`src/hdl/jsbw_pkg.sv`:
```
package jsbw_pkg;

    typedef enum logic [2:0] {
        OP_AND = 3'd0,
        OP_OR  = 3'd1,
        OP_XOR = 3'd2,
        OP_NOT = 3'd3,
        OP_SHL = 3'd4,
        OP_SAR = 3'd5,
        OP_SHR = 3'd6
    } op_t;

    localparam int unsigned EXP_BIAS = 1023;
    localparam int unsigned FRAC_W   = 52;

    typedef struct packed {
        logic [2:0]  mode;
        logic [31:0] a;
        logic [31:0] b;
    } s1_t;

    typedef struct packed {
        logic        neg;
        logic [31:0] mag;
        logic        zero;
        logic [32:0] ival;
    } s2_t;

    // Convert a double bit pattern to its low 32 integer bits (truncated, modulo 2^32).
    function automatic logic [31:0] dbl_to_u32(input logic [63:0] bits);
        logic [10:0] expo;
        logic [52:0] mant;
        logic [84:0] wide;
        logic [31:0] low;
        expo = bits[62:52];
        mant = {1'b1, bits[51:0]};
        low  = '0;
        if (expo != 11'h7ff && expo >= 11'(EXP_BIAS) && expo < 11'(EXP_BIAS + 84)) begin
            // Bit 52 of mant has weight 2^(expo-1023); place it and take the integer part.
            wide = {32'd0, mant} << (expo - 11'(EXP_BIAS));
            low  = wide[83:52];
            if (bits[63])
                low = 32'd0 - low;
        end
        return low;
    endfunction

endpackage

```
`src/hdl/jsbw_if.sv`:
```
interface jsbw_in_if;
    logic        valid;
    logic        ready;
    logic [2:0]  mode;
    logic [63:0] left_bits;
    logic [63:0] right_bits;
    modport source (output valid, mode, left_bits, right_bits, input ready);
    modport sink   (input valid, mode, left_bits, right_bits, output ready);
endinterface

interface jsbw_out_if;
    logic               valid;
    logic               ready;
    logic [63:0]        result_bits;
    logic signed [32:0] result_integer;
    modport source (output valid, result_bits, result_integer, input ready);
    modport sink   (input valid, result_bits, result_integer, output ready);
endinterface

```
`src/hdl/js_int32_bitwise_unit.sv`:
```
// One item per cycle while the output is not stalled; the operand conversion,
// the logic/shift stage and the double encoding each take one register stage.
// A stall holds every stage in place; nothing is lost or repeated.
// Reset (rst_n, asynchronous, active low) clears the stage valid bits only.
module js_int32_bitwise_unit (
    input  logic        clk,
    input  logic        rst_n,
    jsbw_in_if.sink     in_ch,
    jsbw_out_if.source  out_ch
);

    logic           v1_reg, v2_reg, v3_reg;
    jsbw_pkg::s1_t  s1_reg, s1_next;
    jsbw_pkg::s2_t  s2_reg, s2_next;
    logic [63:0]    rb_reg, rb_next;
    logic [32:0]    ri_reg;
    logic           en1, en2, en3;

    assign en3 = !v3_reg || out_ch.ready;
    assign en2 = !v2_reg || en3;
    assign en1 = !v1_reg || en2;
    assign in_ch.ready = en1;

    always_comb
    begin
        s1_next.mode = in_ch.mode;
        s1_next.a    = jsbw_pkg::dbl_to_u32(in_ch.left_bits);
        s1_next.b    = jsbw_pkg::dbl_to_u32(in_ch.right_bits);
    end

    always_comb
    begin
        logic [31:0] r;
        logic [4:0]  c;
        logic        uns;
        c   = s1_reg.b[4:0];
        uns = 1'b0;
        case (s1_reg.mode)
            jsbw_pkg::OP_AND: r = s1_reg.a & s1_reg.b;
            jsbw_pkg::OP_OR:  r = s1_reg.a | s1_reg.b;
            jsbw_pkg::OP_XOR: r = s1_reg.a ^ s1_reg.b;
            jsbw_pkg::OP_NOT: r = ~s1_reg.a;
            jsbw_pkg::OP_SHL: r = s1_reg.a << c;
            jsbw_pkg::OP_SAR: r = 32'($signed(s1_reg.a) >>> c);
            jsbw_pkg::OP_SHR:
            begin
                r   = s1_reg.a >> c;
                uns = 1'b1;
            end
            default: r = '0;
        endcase
        s2_next.ival = uns ? {1'b0, r} : {r[31], r};
        s2_next.neg  = !uns && r[31];
        s2_next.mag  = s2_next.neg ? 32'd0 - r : r;
        s2_next.zero = (r == 32'd0);
    end

    always_comb
    begin
        logic [4:0]  p;
        logic [31:0] norm;
        p = '0;
        for (int i = 0; i < 32; i++)
            if (s2_reg.mag[i])
                p = 5'(i);
        norm = s2_reg.mag << (5'd31 - p);
        if (s2_reg.zero)
            rb_next = '0;
        else
            rb_next = {s2_reg.neg, 11'(jsbw_pkg::EXP_BIAS) + {6'd0, p},
                       norm[30:0], 21'd0};
    end

    always_ff @(posedge clk or negedge rst_n)
    begin
        if (!rst_n)
        begin
            v1_reg <= 1'b0;
            v2_reg <= 1'b0;
            v3_reg <= 1'b0;
        end
        else
        begin
            if (en1) v1_reg <= in_ch.valid;
            if (en2) v2_reg <= v1_reg;
            if (en3) v3_reg <= v2_reg;
        end
    end

    always_ff @(posedge clk)
    begin
        if (en1) s1_reg <= s1_next;
        if (en2) s2_reg <= s2_next;
        if (en3)
        begin
            rb_reg <= rb_next;
            ri_reg <= s2_reg.ival;
        end
    end

    assign out_ch.valid          = v3_reg;
    assign out_ch.result_bits    = rb_reg;
    assign out_ch.result_integer = $signed(ri_reg);

endmodule

```
`src/flat_wrapper.sv`:
```
// flat-port wrapper written by rule: the top's interface ports become plain ports
module js_int32_bitwise_unit_flat 
  (clk, rst_n, in_ch_valid, in_ch_mode, in_ch_left_bits, in_ch_right_bits, in_ch_ready, out_ch_valid, out_ch_result_bits, out_ch_result_integer, out_ch_ready);
  jsbw_in_if in_ch_i ();
  jsbw_out_if out_ch_i ();
  input  logic clk;
  input  logic rst_n;
  input wire logic [$bits(in_ch_i.valid)-1:0] in_ch_valid;
  input wire logic [$bits(in_ch_i.mode)-1:0] in_ch_mode;
  input wire logic [$bits(in_ch_i.left_bits)-1:0] in_ch_left_bits;
  input wire logic [$bits(in_ch_i.right_bits)-1:0] in_ch_right_bits;
  output wire logic [$bits(in_ch_i.ready)-1:0] in_ch_ready;
  output wire logic [$bits(out_ch_i.valid)-1:0] out_ch_valid;
  output wire logic [$bits(out_ch_i.result_bits)-1:0] out_ch_result_bits;
  output wire logic [$bits(out_ch_i.result_integer)-1:0] out_ch_result_integer;
  input wire logic [$bits(out_ch_i.ready)-1:0] out_ch_ready;
  assign in_ch_i.valid = in_ch_valid;
  assign in_ch_i.mode = in_ch_mode;
  assign in_ch_i.left_bits = in_ch_left_bits;
  assign in_ch_i.right_bits = in_ch_right_bits;
  assign in_ch_ready = in_ch_i.ready;
  assign out_ch_valid = out_ch_i.valid;
  assign out_ch_result_bits = out_ch_i.result_bits;
  assign out_ch_result_integer = out_ch_i.result_integer;
  assign out_ch_i.ready = out_ch_ready;
  js_int32_bitwise_unit u_core (.clk(clk), .rst_n(rst_n), .in_ch(in_ch_i), .out_ch(out_ch_i));
endmodule
```
`config.mk`:
```
export PLATFORM = sky130hd
export DESIGN_NAME = js_int32_bitwise_unit_flat
export DESIGN_NICKNAME = d
export VERILOG_FILES = /design/src/hdl/jsbw_pkg.sv /design/src/hdl/jsbw_if.sv /design/src/hdl/js_int32_bitwise_unit.sv /design/src/flat_wrapper.sv
export SDC_FILE = /design/constraint.sdc
export NUM_CORES = 1
export LEC_CHECK = 0
export BUFFER_PORTS_ARGS = -buffer_cell sky130_fd_sc_hd__buf_2
export CAP_MARGIN = 10
export CELL_PAD_IN_SITES_DETAIL_PLACEMENT = 1
export CELL_PAD_IN_SITES_GLOBAL_PLACEMENT = 1
export CORE_AREA = 3 3 343 345
export DETAILED_ROUTE_END_ITERATION = 6
export DIE_AREA = 0 0 346 348
export GPL_ROUTABILITY_DRIVEN = 0
export PLACE_DENSITY = 0.51
export SLEW_MARGIN = 20
export SYNTH_ARGS = -nofsm -noshare
export SYNTH_HDL_FRONTEND = slang
export SYNTH_SLANG_ARGS = --single-unit
export TNS_END_PERCENT = 5
```
`constraint.sdc`:
```
create_clock -name clk -period 4.6 [get_ports clk]
set_input_delay 0.92 -clock clk [delete_from_list [all_inputs] [get_ports clk]]
set_output_delay 0.92 -clock clk [all_outputs]
set_load 0.005 [all_outputs]
```
==> results.md, run 1 <==
- Summing over every cut layer, the via total after detailed routing is 30,810.
- The via count of the first global-routing pass is 31,320.
- The most used flip-flop cell after synthesis is edfxtp_1.
- The proportion of synthesized flip-flops having asynchronous set or reset is 0.01422.
- The synthesized-area fraction occupied by ao, oa, aoi and oai cells is 0.2161.
- The number of cell rows is 124.
- The fill cell total of the finished layout is 13,420.
- In the final routed layout, each cell accounts on average for 24.63 um.
- The final period utilization is 0.9888.
- On the final layout, the worst hold slack is around 0.16 ns.
- The startpoint of the lowest-slack register-to-register path is u_core.s1_reg[0].
- The worst-case setup margin in the final layout is about 0.052 ns.
- The post-synthesis cell type count is 101.
- Clock latency on the worst-skew pair, taken at its later pin, is 0.55 ns.
- The multi-input combinational cells in the finished layout cover a total of approximately 21,000 sq um.
- The adder-cell area share of the yosys netlist is 0.03181.
- The I/O pin count is 234.
- The dominant cell type by count on the critical path is buf_4.
- STA puts the critical path data required time at 4.88 ns.
- After synthesis the cells add up to approximately 29,000 sq um.
- The share of the Yosys chip area taken by registers is 0.2208.
- The dominant combinational cell family by area after synthesis is multiplexers.
- The half-perimeter wire length after detailed placement is 112.4 mm.
- The critical path goes through buf_4, ha_4, xor2_4, buf_12, buf_12, mux2i_1, mux2i_1, buf_4, mux4_2, and2_1, o41ai_4, buf_4, nand4b_1, buf_4, nand2b_1, nor4_2, o221a_2, o211ai_1.
- The xor/xnor share of the synthesized area is 0.03260.
- Buffers inserted during clock tree synthesis total 24.
- After synthesis, the share of cell area in mux cells is 0.2682.
- The capturing point of the worst reg2reg path is u_core.s2_reg[62].
- The initial antenna violation count is 6.
- In this run, synthesis produced a sequential element count of 211.
- The relative slew slack is 0.2936.
- The critical path is of the input port to register type.
- The total area of sequential cells is around 6300 sq um.
- The total of endpoints with negative setup slack in the final report is 0.
- The clock tree from TritonCTS is yes.
- The remaining global-route overflow is 0.
- The number of instances in the synthesized netlist is around 3,200.
- The pin count of the biggest net entering global routing is ~70.
- The static leakage is 15.84 nW.
- The pre-CTS setup slack is -0.7383 ns.
- The number of detailed-route iterations in the first pass is 7.
- The clock sink count is 211.
- The clock passes through at most 3 buffers.
- For the pin with the worst max-slew slack, the measured transition is approximately 1.0 ns.
- The final routed wirelength across all metal layers is 137.1 mm.
- The number of DRC markers after the initial detailed-route iteration is 2,315.
- The flow ran to the end, and the final reports show no timing, DRC or antenna violations.
- The die footprint is between 100,000 and 150,000 sq um.
- The setup slack of the worst register-to-register path is about 0.080 ns.
- Setup repair after global routing could not meet its margin everywhere.
- At the end of the flow, the number of nets in the layout was 4,239.
- The die is 346 um wide.
- The floorplan step set the die height to 348 um.
- Together, buffers and inverters on the worst path number 6.
- The final hold violation count is 0.
- The mean instance size in the synthesized netlist is 8.823 sq um.
- The count of cells along the worst register-to-register path is 12.
- The largest fanout of any net on the critical path is 12.
- The register with the most flip-flops in the layout has 67 of them.
- The synthesized design contains 208 enable-type register cells.
- After routing, the total negative slack on setup checks comes to 0 ns.
- The via density per instance is between 5 and 6.
- Of the total synthesized cell area, the portion taken by AND, OR, NAND and NOR gates is 0.1695.
- The number of buffer cells added on primary ports is 212.
- For this run, the slowest stage of the critical path takes approximately 0.5 ns.
- The worst ir drop on vdd is 246.7 uV.
- The number of design rule violations left after detail routing is 0.
- The clock transition time at the flip-flop clock pins of the worst setup and hold paths is about 0.06 ns.
- The level count of the clock H-tree is 1.
- The initial utilization of the core area, before any placement, comes to 0.2501.
- Dividing total power by cell area gives a power density of 299.2 nW/um^2.
- The family of cells with the greatest summed delay on the critical path is buffers and inverters.
- The count of antenna-violating nets left after detailed routing is 0.
- The first global-routing pass estimated 205.1 mm of wire.
- Across the run, the number of max-cap violations was 0.
- The max-slew violation total from the final report is 0.
- The kind of path behind the tightest hold check is input port to asynchronous set/reset pin.
- The worst setup path is captured at a register.
- The core outline area is 114,500 sq um.
- The fraction of final layout cells sized beyond drive strength 1 is 0.3543.
- The maximum clock frequency is 219.9 MHz.
- The total of warnings raised by yosys is 0.
- The kind of start point of the critical path is an input port.
- The slowest stage of the critical path belongs to the cell mux4_2.
- The library cell used as clock root buffer is clkbuf_16.
- The data arrival time at the worst-slack endpoint is 4.83 ns.
- The time the worst path needs with I/O delays and setup is 4.548 ns.
- The area growth from synthesis to layout is 33.37%.
- Clock skew on the completed layout was measured at 0.009884 ns.
- For this run, the total global-route usage over all layers was measured as 0.2175.
-- cell type report --
cell class,instances,area share
tap,1512,0.04954
inverter,113,0.01111
antenna,5,0.0003277
multi-input combinational,2654,0.5532
clock buffer,27,0.01658
timing repair buffer,1028,0.1997
clock inverter,17,0.003932
sequential,211,0.1655
-- worst max path at each step --
stage	from	to	slack, ns	cells after the start
2_1_floorplan	in_ch_right_bits[52]	u_core.s1_reg[28]	-0.08	17
3_3_place_gp	in_ch_right_bits[52]	u_core.s1_reg[25]	-0.71	17
3_5_place_dp	in_ch_right_bits[52]	u_core.s1_reg[25]	-0.74	17
4_1_cts	in_ch_right_bits[52]	u_core.s1_reg[25]	0.0007	17
5_1_grt	u_core.s1_reg[0]	u_core.s2_reg[62]	-0.04	12
6_report	in_ch_right_bits[52]	u_core.s1_reg[31]	0.05	18
-- cells by family (layout without fill, tap and decap cells) --
group | Yosys count | in the layout
and+or+nand+nor | 1003 | 1003
AOI/OAI and AO/OA | 888 | 888
muxes | 568 | 568
buffers and inverters | 400 | 1185
DFF | 211 | 211
xor gates and xnor gates | 101 | 101
adders and majority gates | 73 | 73
other | 1 | 26
-- timing repair --
action | CTS | global route
resized for setup | 5 | 50
setup buffers | 0 | 7
setup endpoints to repair | 5 | 60
cloned | 0 | 1
pin swaps | 1 | 7
hold buffers | 0 | 0
-- Yosys cell counts, drive strengths merged, types with 38 or more instances --
cell type,number,share of area
a211oi,60,0.016
a21oi,183,0.032
a31oi,50,0.011
buf,141,0.027
clkbuf,146,0.019
edfxtp,208,0.22
ha,72,0.031
inv,112,0.015
mux2,101,0.040
mux2i,318,0.11
mux4,149,0.12
nand2,237,0.031
nand2b,41,0.0090
nand3,80,0.014
nor2,327,0.043
nor3,73,0.013
o211ai,39,0.010
o21ai,142,0.025
o22ai,41,0.0090
xnor2,63,0.020
xor2,38,0.012
-- power by group --
part,switching (W),total [W],internal (W),leakage [nW]
Combinational,0.00363,0.00647,0.00283,13.2
Sequential,0.000348,0.00304,0.00269,2.27
Clock,0.000813,0.00192,0.00111,0.389
-- placed cells by master (no fill, tap or decap), drive strengths merged, types with 31 or more instances in the layout --
master and instances:
inv 114, and2 34, xnor2 63, mux2 101, o22ai 41, nand2 237, nand3 80, nor2 327
edfxtp 208, ha 72, o31ai 31, xor2 38, o21ai 142, a31oi 50, nand2b 41, o211ai 39
mux2i 318, a21oi 183, nor3 73, mux4 149, o221ai 33, a211oi 60, buf 1027
-- stage by stage --
step	utilization	instance area (sq um)	instances	total power, W
6_report	0.3335	38190	5567	0.01142
5_1_grt	0.3334	38170	5562	0.01210
4_1_cts	0.3301	37800	5554	0.01140
3_5_place_dp	0.3231	37000	5510	0.009412
3_3_place_gp	0.3231	37000	5510	0.009355
2_1_floorplan	-	28880	3265	0.006559
-- layer usage --
layer | vias up | part of all wire | global-route usage
li1 | 14140 | - | -
met1 | 15530 | 0.45 | 0.2972
met2 | 945 | 0.47 | 0.3692
met3 | 203 | 0.044 | 0.01774
met4 | 2 | 0.032 | 0.05911
met5 | - | 0.000095 | 0
Power figures use the tool's default switching activity.
==> run 2: changes to the inputs <==
Settings changed: CORE_AREA 3 3 343 345 to 3 3 327 361, DIE_AREA 0 0 346 348 to 0 0 330 364.
==> run 2 against run 1 <==
First-iteration DRC count is 4.8% lower. Cell count is 2.2% higher. Critical path depth is 6 lower. Non-clock buffer count is 125 higher. Die area is 0.24% lower. Critical path type is now register to register. Critical endpoint is now u_core.s2_reg[62].
==> results.md, run 2 (same netlist as run 1, synthesis figures left out) <==
- The relative slew slack is 0.2337 (-0.05989).
- The tree is rooted in a clkbuf_16.
- The kind of path behind the tightest hold check is input port to asynchronous set/reset pin.
- The number of nets at the end of the flow is 4,363 (+2.9%).
- The delay contributed by the slowest stage of the critical path was 0.61 ns (+0.11 ns).
- The number of antenna repair diodes was 0 (-5).
- The worst ir drop on vdd is 381.6 uV (+55%).
- Leaving out fill and tap cells, the most frequent cell in the layout is buf_4.
- The time the worst path needs with I/O delays and setup is 4.527 ns (-0.02088 ns).
- The final routed wirelength across all metal layers was 137.5 mm (+0.28%).
- The static leakage came to 16.48 nW (+4.1%).
- The number of flip-flops under the largest register name is 67 (unchanged).
- The fill cell total of the finished layout is 13,400 (-0.14%).
- The number of buffer cells added on primary ports is 212 (unchanged).
- The number of max-cap violations was 0 (unchanged).
- The clock transition time at the flip-flop clock pins of the worst setup and hold paths is 0.07 ns (about the same).
- The wire length per cell was 24.17 um (-1.9%).
- Among all stages on the critical path, the largest delay is contributed by or4b_4.
- The die footprint came to 120,100 sq um (-0.24%).
- The top cell types in the final layout, fill and taps aside, are 892 x buf_4, 323 x nor2_1, 309 x mux2i_1.
- The flow ran to the end, and the final reports show no timing, DRC or antenna violations.
- The clock tree from TritonCTS is yes.
- The fraction of final layout cells sized beyond drive strength 1 came to 0.3755 (+0.02119).
- The post-route clock skew is 0.03933 ns (+0.02945 ns).
- The maximum clock frequency is 220.9 MHz (+0.46%).
- The total of endpoints with negative setup slack in the final report came to 0 (unchanged).
- The kind of critical path is register to register.
- The total via count after detailed routing is 31,080 (+0.87%).
- The pin count of the biggest net entering global routing came to 68 (unchanged).
- The level count of the clock H-tree is 1 (unchanged).
- The width of the chip was 330 um (-4.6%).
- The number of buffers created by CTS came to 23 (-4.2%).
- The remaining global-route overflow came to 0 (unchanged).
- The final period utilization was 0.9842 (-0.004539).
- The data arrival time at the worst-slack endpoint is 4.81 ns (-0.02 ns).
- The half-perimeter wire length after detailed placement is 114.1 mm (+1.5%).
- The critical path goes through buf_4, clkbuf_16, mux4_2, mux4_2, nand2_1, nor2_1, a211o_1, or4_4, or4_4, or4b_4, o31ai_4, xnor2_1.
- The count of antenna-violating nets left after detailed routing is 0 (unchanged).
- Broken down by cell family, the worst path's largest delay share belongs to simple AND/OR/NAND/NOR gates.
- The initial antenna violation count came to 0 (-6).
- The clock sink count is 211 (unchanged).
- The worst path required time is 4.89 ns (about the same).
- The via density per instance is 5.462 (-1.3%).
- The via count of the first global-routing pass came to 31,710 (+1.3%).
- The area growth from synthesis to layout is 37.31%.
- The effective utilization at floorplan came to 0.2504 (+0.0003338).
- The largest fanout of any net on the critical path is 11 (-1).
- The max-slew violation total from the final report is 0 (unchanged).
- The kind of start point of the critical path is a register.
- The number of instances in the placed design is 5,613 (+1.9%).
- The combined buffer and inverter count along the critical path was 2 (-4).
- The number of detailed-route iterations in the first pass came to 5 (-2).
- The number of design rule violations left after detail routing is 0 (unchanged).
- Setup repair after global routing could not meet its margin everywhere.
- The core outline area is 114,300 sq um (-0.13%).
- The fraction of the core area covered by cells at the end of the flow is 0.3438 (+0.01030).
- The number of DRC markers after the initial detailed-route iteration is 2,205 (-4.8%).
- The final total negative setup slack is 0 ns (unchanged).
- The maximum clock path buffer count came to 3 (unchanged).
- The number of cell rows is 130 (+4.8%).
- The global-route wire length before repair is 204.4 mm (-0.38%).
- The number of standard cells in the final layout excluding fillers was 5,691 (+2.2%).
- STA classifies the critical path endpoint as a register.
- The final hold violation count was 0 (unchanged).
- The I/O pin count is 234 (unchanged).
- The clock latency on the worst-skew pair is 0.57 ns (+0.02 ns).
- The total power density per cell area is 298.3 nW/um^2 (-0.28%).
- The slew at the pin closest to its max-slew limit is 1.135 ns (+0.08608 ns).
- The die height is 364 um (+4.6%).
- The power consumption came to 0.01173 W (+2.7%).
- The global-route usage over all layers came to 0.2198 (+0.002369).
-- run 2: cell count changes in the layout (fill, tap and decap cells not counted), sizes merged --
cell	before	now
buf	1027	1150
bufinv	2	5
clkinv	14	7
diode	5	0
inv	114	117
clkinvlp	0	3
clkbuf	28	26
-- run 2: repair_timing --
item,CTS,global route
pin swaps,0,22
gates resized for setup,11,57
gates cloned,0,2
buffers inserted,0,35
hold buffers,0,0
endpoints found under the setup margin,29,60
-- run 2: worst paths after layout --
path / slack (ns) / from / depth (start not counted) / to
setup reg to reg: 0.07 / u_core.s1_reg[0] / 12 / u_core.s2_reg[62]
setup / recovery: 0.07 / u_core.s1_reg[0] / 12 / u_core.s2_reg[62]
min in group clk: 0.42 / u_core.s2_reg[14] / 0 / u_core.out_ch.result_integer[14]
max in group asynchronous: 4.33 / rst_n / 1 / u_core.v2_reg
hold / removal: 0.16 / rst_n / 1 / u_core.out_ch.valid
hold reg to reg: 0.42 / u_core.s2_reg[14] / 0 / u_core.out_ch.result_integer[14]
-- run 2: stage by stage --
stage	hold slack (ns)	area (sq um)	setup WS, ns
final	0.1568	39310	0.07252
after global routing	0.1379	39310	-0.08114
after CTS	0.1317	38680	-0.004787
after detailed placement	0.4057	37800	-0.7448
after global placement	0.4031	37800	-0.7353
after floorplan	0.4003	28880	-0.07864
-- run 2: area by class of cell --
cell class | count | area [sq um] | share of cell area
multi-input combinational | 2654 | 21150 | 0.5380
tap | 1518 | 1899 | 0.04831
clock buffer | 23 | 575.6 | 0.01464
inverter | 113 | 427.9 | 0.01088
clock inverter | 19 | 254.0 | 0.006461
sequential | 211 | 6321 | 0.1608
timing repair buffer | 1153 | 8685 | 0.2209
-- run 2: power breakdown --
group          internal [W]  switching (W)  total (W)  leakage [nW]
Combinational       0.00297        0.00371    0.00668          13.8
Clock               0.00121       0.000835    0.00205         0.400
Sequential          0.00269       0.000313    0.00300          2.27
-- run 2: per-layer routing --
layer / track usage / vias to the layer above / routed length (um)
met4: 0.08301 / 0 / 5695
met5: 0 / - / 0
li1: - / 14390 / -
met2: 0.3905 / 893 / 67950
met3: 0.01479 / 234 / 5139
met1: 0.2781 / 15560 / 58740
==> run 3: changes to the inputs <==
Settings changed: ABC_AREA from default to 1, CORE_AREA 3 3 327 361 to 3 3 306 338, DIE_AREA 0 0 330 364 to 0 0 309 341, PLACE_DENSITY 0.51 to 0.56.
==> run 3 against run 2 <==
Critical path depth rose by 6. Combinational power fell by 12%. Highest routed layer unchanged. Critical path type unchanged. Sequential share of layout area rose by 4.8 points.
==> results.md, run 3 <==
- The total via count after detailed routing is 29,490 (-5.1%).
- The number of max-cap violations is 0 (unchanged).
- The die height is 341 um (-6.3%).
- The level count of the clock H-tree is 1 (unchanged).
- The global-route usage over all layers is 0.2027 (-0.01717).
- The total of endpoints with negative setup slack in the final report is 0 (unchanged).
- In the post-synthesis netlist, the biggest area contributors are edfxtp_1 25%, nand2_1 18%, nand3_1 17%.
- The global-route wire length before repair came to 171.4 mm (-16%).
- The number of buffer cells added on primary ports is 212 (unchanged).
- The fraction of the core area covered by cells at the end of the flow is 0.3016 (-0.04223).
- The switching power summed over all nets came to 0.005011 W (+3.2%).
- The pin count of the biggest net entering global routing is 77 (+13%).
- The post-CTS setup-driven buffer insertion count was 0 (unchanged).
- The proportion of synthesized chip area in sequential cells is 0.2524 (+0.03164).
- The number of instances in the synthesized netlist is 4,154 (+28%).
- The startpoint of the lowest-slack register-to-register path is u_core.s1_reg[0].
- The kind of start point of the critical path is a register.
- The total of warnings raised by yosys is 0 (unchanged).
- The number of detailed-route iterations in the first pass is 5 (unchanged).
- The data arrival time at the worst-slack endpoint is 4.64 ns (-0.17 ns).
- The number of DRC markers after the initial detailed-route iteration came to 1,815 (-18%).
- The post-synthesis cell type count is 66 (-35%).
- The count of antenna-violating nets left after detailed routing came to 0 (unchanged).
- The post-route clock skew was 0.01540 ns (-0.02393 ns).
- The clock power share came to 0.168 (-0.007).
- The capturing point of the worst reg2reg path is u_core.s2_reg[62].
- The number of design rule violations left after detail routing was 0 (unchanged).
- In this run the worst setup path begins at u_core.s1_reg[0].
- The library cells used most frequently in the layout, excluding fill and tap cells, are 1,208 x nand2_1, 848 x nand3_1, 341 x inv_1.
- The end of the critical path is u_core.s2_reg[62].
- The worst path required time is 4.94 ns (+0.05 ns).
- The time the worst path needs with I/O delays and setup was 4.304 ns (-0.2230 ns).
- The library cell used as clock root buffer is clkbuf_16.
- The via density per instance is 5.082 (-7.0%).
- The min-delay analysis places its worst path in the category input port to asynchronous set/reset pin.
- The number of buffers created by CTS is 23 (unchanged).
- The power consumption came to 0.01082 W (-7.8%).
- The static leakage is 14.54 nW (-12%).
- The count of cells along the worst register-to-register path is 18 (+6).
- The relative slew slack is 0.3001 (+0.06637).
- The clock transition time at the flip-flop clock pins of the worst setup and hold paths is 0.06 ns (about the same).
- The clock latency on the worst-skew pair came to 0.54 ns (-0.03 ns).
- The maximum clock frequency is 232.3 MHz (+5.2%).
- The library cell used most frequently in the layout, excluding fill and tap cells, is nand2_1.
- The dominant register cell in the synthesized netlist is edfxtp_1.
- The wire length per cell is 19.06 um (-21%).
- Relative to the synthesized area, the layout overhead comes to 20.95%.
- The final hold violation count came to 0 (unchanged).
- The largest fanout of any net on the critical path is 14 (+3).
- The final period utilization came to 0.9358 (-0.04848).
- The mean instance size in the synthesized netlist is 6.029 sq um (-32%).
- The number of cell rows is 122 (-6.2%).
- The initial antenna violation count is 1 (+1).
- By area, the combinational part of the netlist is dominated by simple AND/OR/NAND/NOR gates.
- The final cell area excluding filler cells came to 30,290 sq um (-23%).
- The post-synthesis sequential element count is 211 (unchanged).
- The share of the synthesized area in the top cell type is 0.2494 (+0.03126).
- By count the netlist is led by 1,214 x nand2_1, 849 x nand3_1, 342 x inv_1, 314 x nor2_1, 238 x o21ai_0.
- The basic-gate share of the synthesized area counting and, or, nand and nor cells is 0.4442 (+0.2747).
- The maximum clock path buffer count is 3 (unchanged).
- The I/O pin count is 234 (unchanged).
- The effective utilization at floorplan came to 0.2493 (-0.001061).
- The max-slew violation total from the final report is 0 (unchanged).
- The placed instance area is 29,490 sq um (-22%).
- The internal power is 0.005808 W (-15%).
- The clock sink count was 211 (unchanged).
- The kind of critical path is register to register.
- The sequential share of power is 0.291 (+0.035).
- The setup slack of the worst register-to-register path came to 0.30 ns (+0.22 ns).
- The xor/xnor share of the synthesized area is 0.01224 (-0.02036).
- STA classifies the critical path endpoint as a register.
- The number of flops mapped to enable cells by yosys is 208 (unchanged).
- The most frequent cell after synthesis is nand2_1.
- The fraction of final layout cells sized beyond drive strength 1 is 0.1602 (-0.2154).
- The share of total power consumed by net switching is 0.4632 (+0.04904).
- The number of nets at the end of the flow is 4,694 (+7.6%).
- Of all cell types, the one taking the most synthesized area is edfxtp_1.
- The final routed wirelength across all metal layers came to 110.6 mm (-20%).
- The slew at the pin closest to its max-slew limit is 1.049 ns (-0.08586 ns).
- The die footprint came to 105,400 sq um (-12%).
- The remaining global-route overflow is 0 (unchanged).
- The worst ir drop on vdd is 225.5 uV (-41%).
- The final total negative setup slack came to 0 ns (unchanged).
- The clock tree from TritonCTS is yes.
- The flow ran to the end, and the final reports show no timing, DRC or antenna violations.
- The adder-cell area share of the yosys netlist is 0.03597 (+0.004159).
- The proportion of synthesized flip-flops having asynchronous set or reset came to 0.01422 (unchanged).
- Setup repair after global routing could not meet its margin everywhere.
- The synthesized-area fraction occupied by ao, oa, aoi and oai cells came to 0.1442 (-0.07195).
- The number of antenna repair diodes is 0 (unchanged).
- The share of power burned in combinational logic is 0.542 (-0.027).
- The summed instance area of the synthesized netlist is 25,040 sq um (-13%).
- The core outline area was 100,400 sq um (-12%).
- The number of flip-flops under the largest register name is 67 (unchanged).
- The total power density per cell area is 357.2 nW/um^2 (+20%).
- The multiplexer share of the synthesized area is 0.004796 (-0.2634).
- The width of the chip was 309 um (-6.4%).
- The half-perimeter wire length after detailed placement came to 90.01 mm (-21%).
- The via count of the first global-routing pass came to 29,380 (-7.4%).
## run 3: repair_timing
| item | 4_1_cts | 5_1_grt |
|---|---|---|
| endpoints found under the setup margin | 0 | 25 |
| hold buffers | 0 | 0 |
| resized for setup | 0 | 25 |
## run 3: stage by stage
| step | setup slack (ns) | instances | hold WS [ns] |
|---|---|---|---|
| 2_1_floorplan | 0.1215 | 4174 | 0.4003 |
| 6_report | 0.2955 | 5804 | 0.1658 |
| 3_5_place_dp | -0.2598 | 5764 | 0.4061 |
| 5_1_grt | -0.01977 | 5804 | 0.1538 |
| 4_1_cts | 0.1500 | 5804 | 0.1400 |
| 3_3_place_gp | -0.1926 | 5764 | 0.4036 |
## run 3: cell type report
type | instances | area (sq um)
Clock buffer | 27 | 590.6
Timing Repair Buffer | 552 | 3905
Multi-Input combinational cell | 3316 | 16270
Sequential cell | 211 | 6321
Fill cell | 13080 | 70150
Inverter | 383 | 1443
Tap cell | 1302 | 1629
Clock inverter | 13 | 136.4
## run 3: worst min-delay path by stage
stage                                 start  cells after the start  slack (ns)                          endpoint
after floorplan           u_core.s2_reg[10]                      0        0.40  u_core.out_ch.result_integer[10]
after global placement    u_core.s2_reg[22]                      0        0.40  u_core.out_ch.result_integer[22]
after detailed placement  u_core.s2_reg[15]                      0        0.41  u_core.out_ch.result_integer[15]
after CTS                             rst_n                      1        0.14               u_core.out_ch.valid
after global routing                  rst_n                      1        0.15                     u_core.v1_reg
final                                 rst_n                      1        0.17                     u_core.v2_reg
## run 3: cells by family (layout without fill, tap and decap cells)
group / count (synthesis) / after routing
DFF: 211 / 211
muxes: 12 / 12
adders and majority gates: 72 / 72
AOI/OAI and AO/OA: 632 / 632
other: 1 / 21
buffers and inverters: 647 / 975
and+or+nand+nor: 2544 / 2544
xor gates and xnor gates: 35 / 35
## run 3: power by group through the flow
stage	registers (W)	logic (W)	clock network, W
floorplan	0.00307	0.00362	0
global placement	0.00319	0.00579	0
global route	0.00320	0.00654	0.00193
finish	0.00314	0.00586	0.00182
detailed placement	0.00320	0.00583	0
CTS	0.00316	0.00586	0.00188
## run 3: per-layer routing
| metal | track usage | routed length, um |
|---|---|---|
| met3 | 0.006765 | 3195 |
| met1 | 0.2753 | 50890 |
| met4 | 0.04734 | 2607 |
| met2 | 0.3548 | 53930 |
| met5 | 0 | 0 |
## run 3: worst max-delay path: stages (launching register included)
cell and delay, ns:
edfxtp_1 0.49, inv_2 0.28, nand2_1 0.11, o21ai_0 0.12, o21ai_0 0.20, o21ai_0 0.48
mux2i_1 0.21, o311ai_2 0.68, inv_1 0.11, ha_1 0.24, nor3b_2 0.17, nand2_1 0.10
inv_1 0.09, nand3_1 0.16, nor2_1 0.09, nand2_1 0.08, nand2_1 0.08, o21ai_1 0.13
xor2_1 0.29
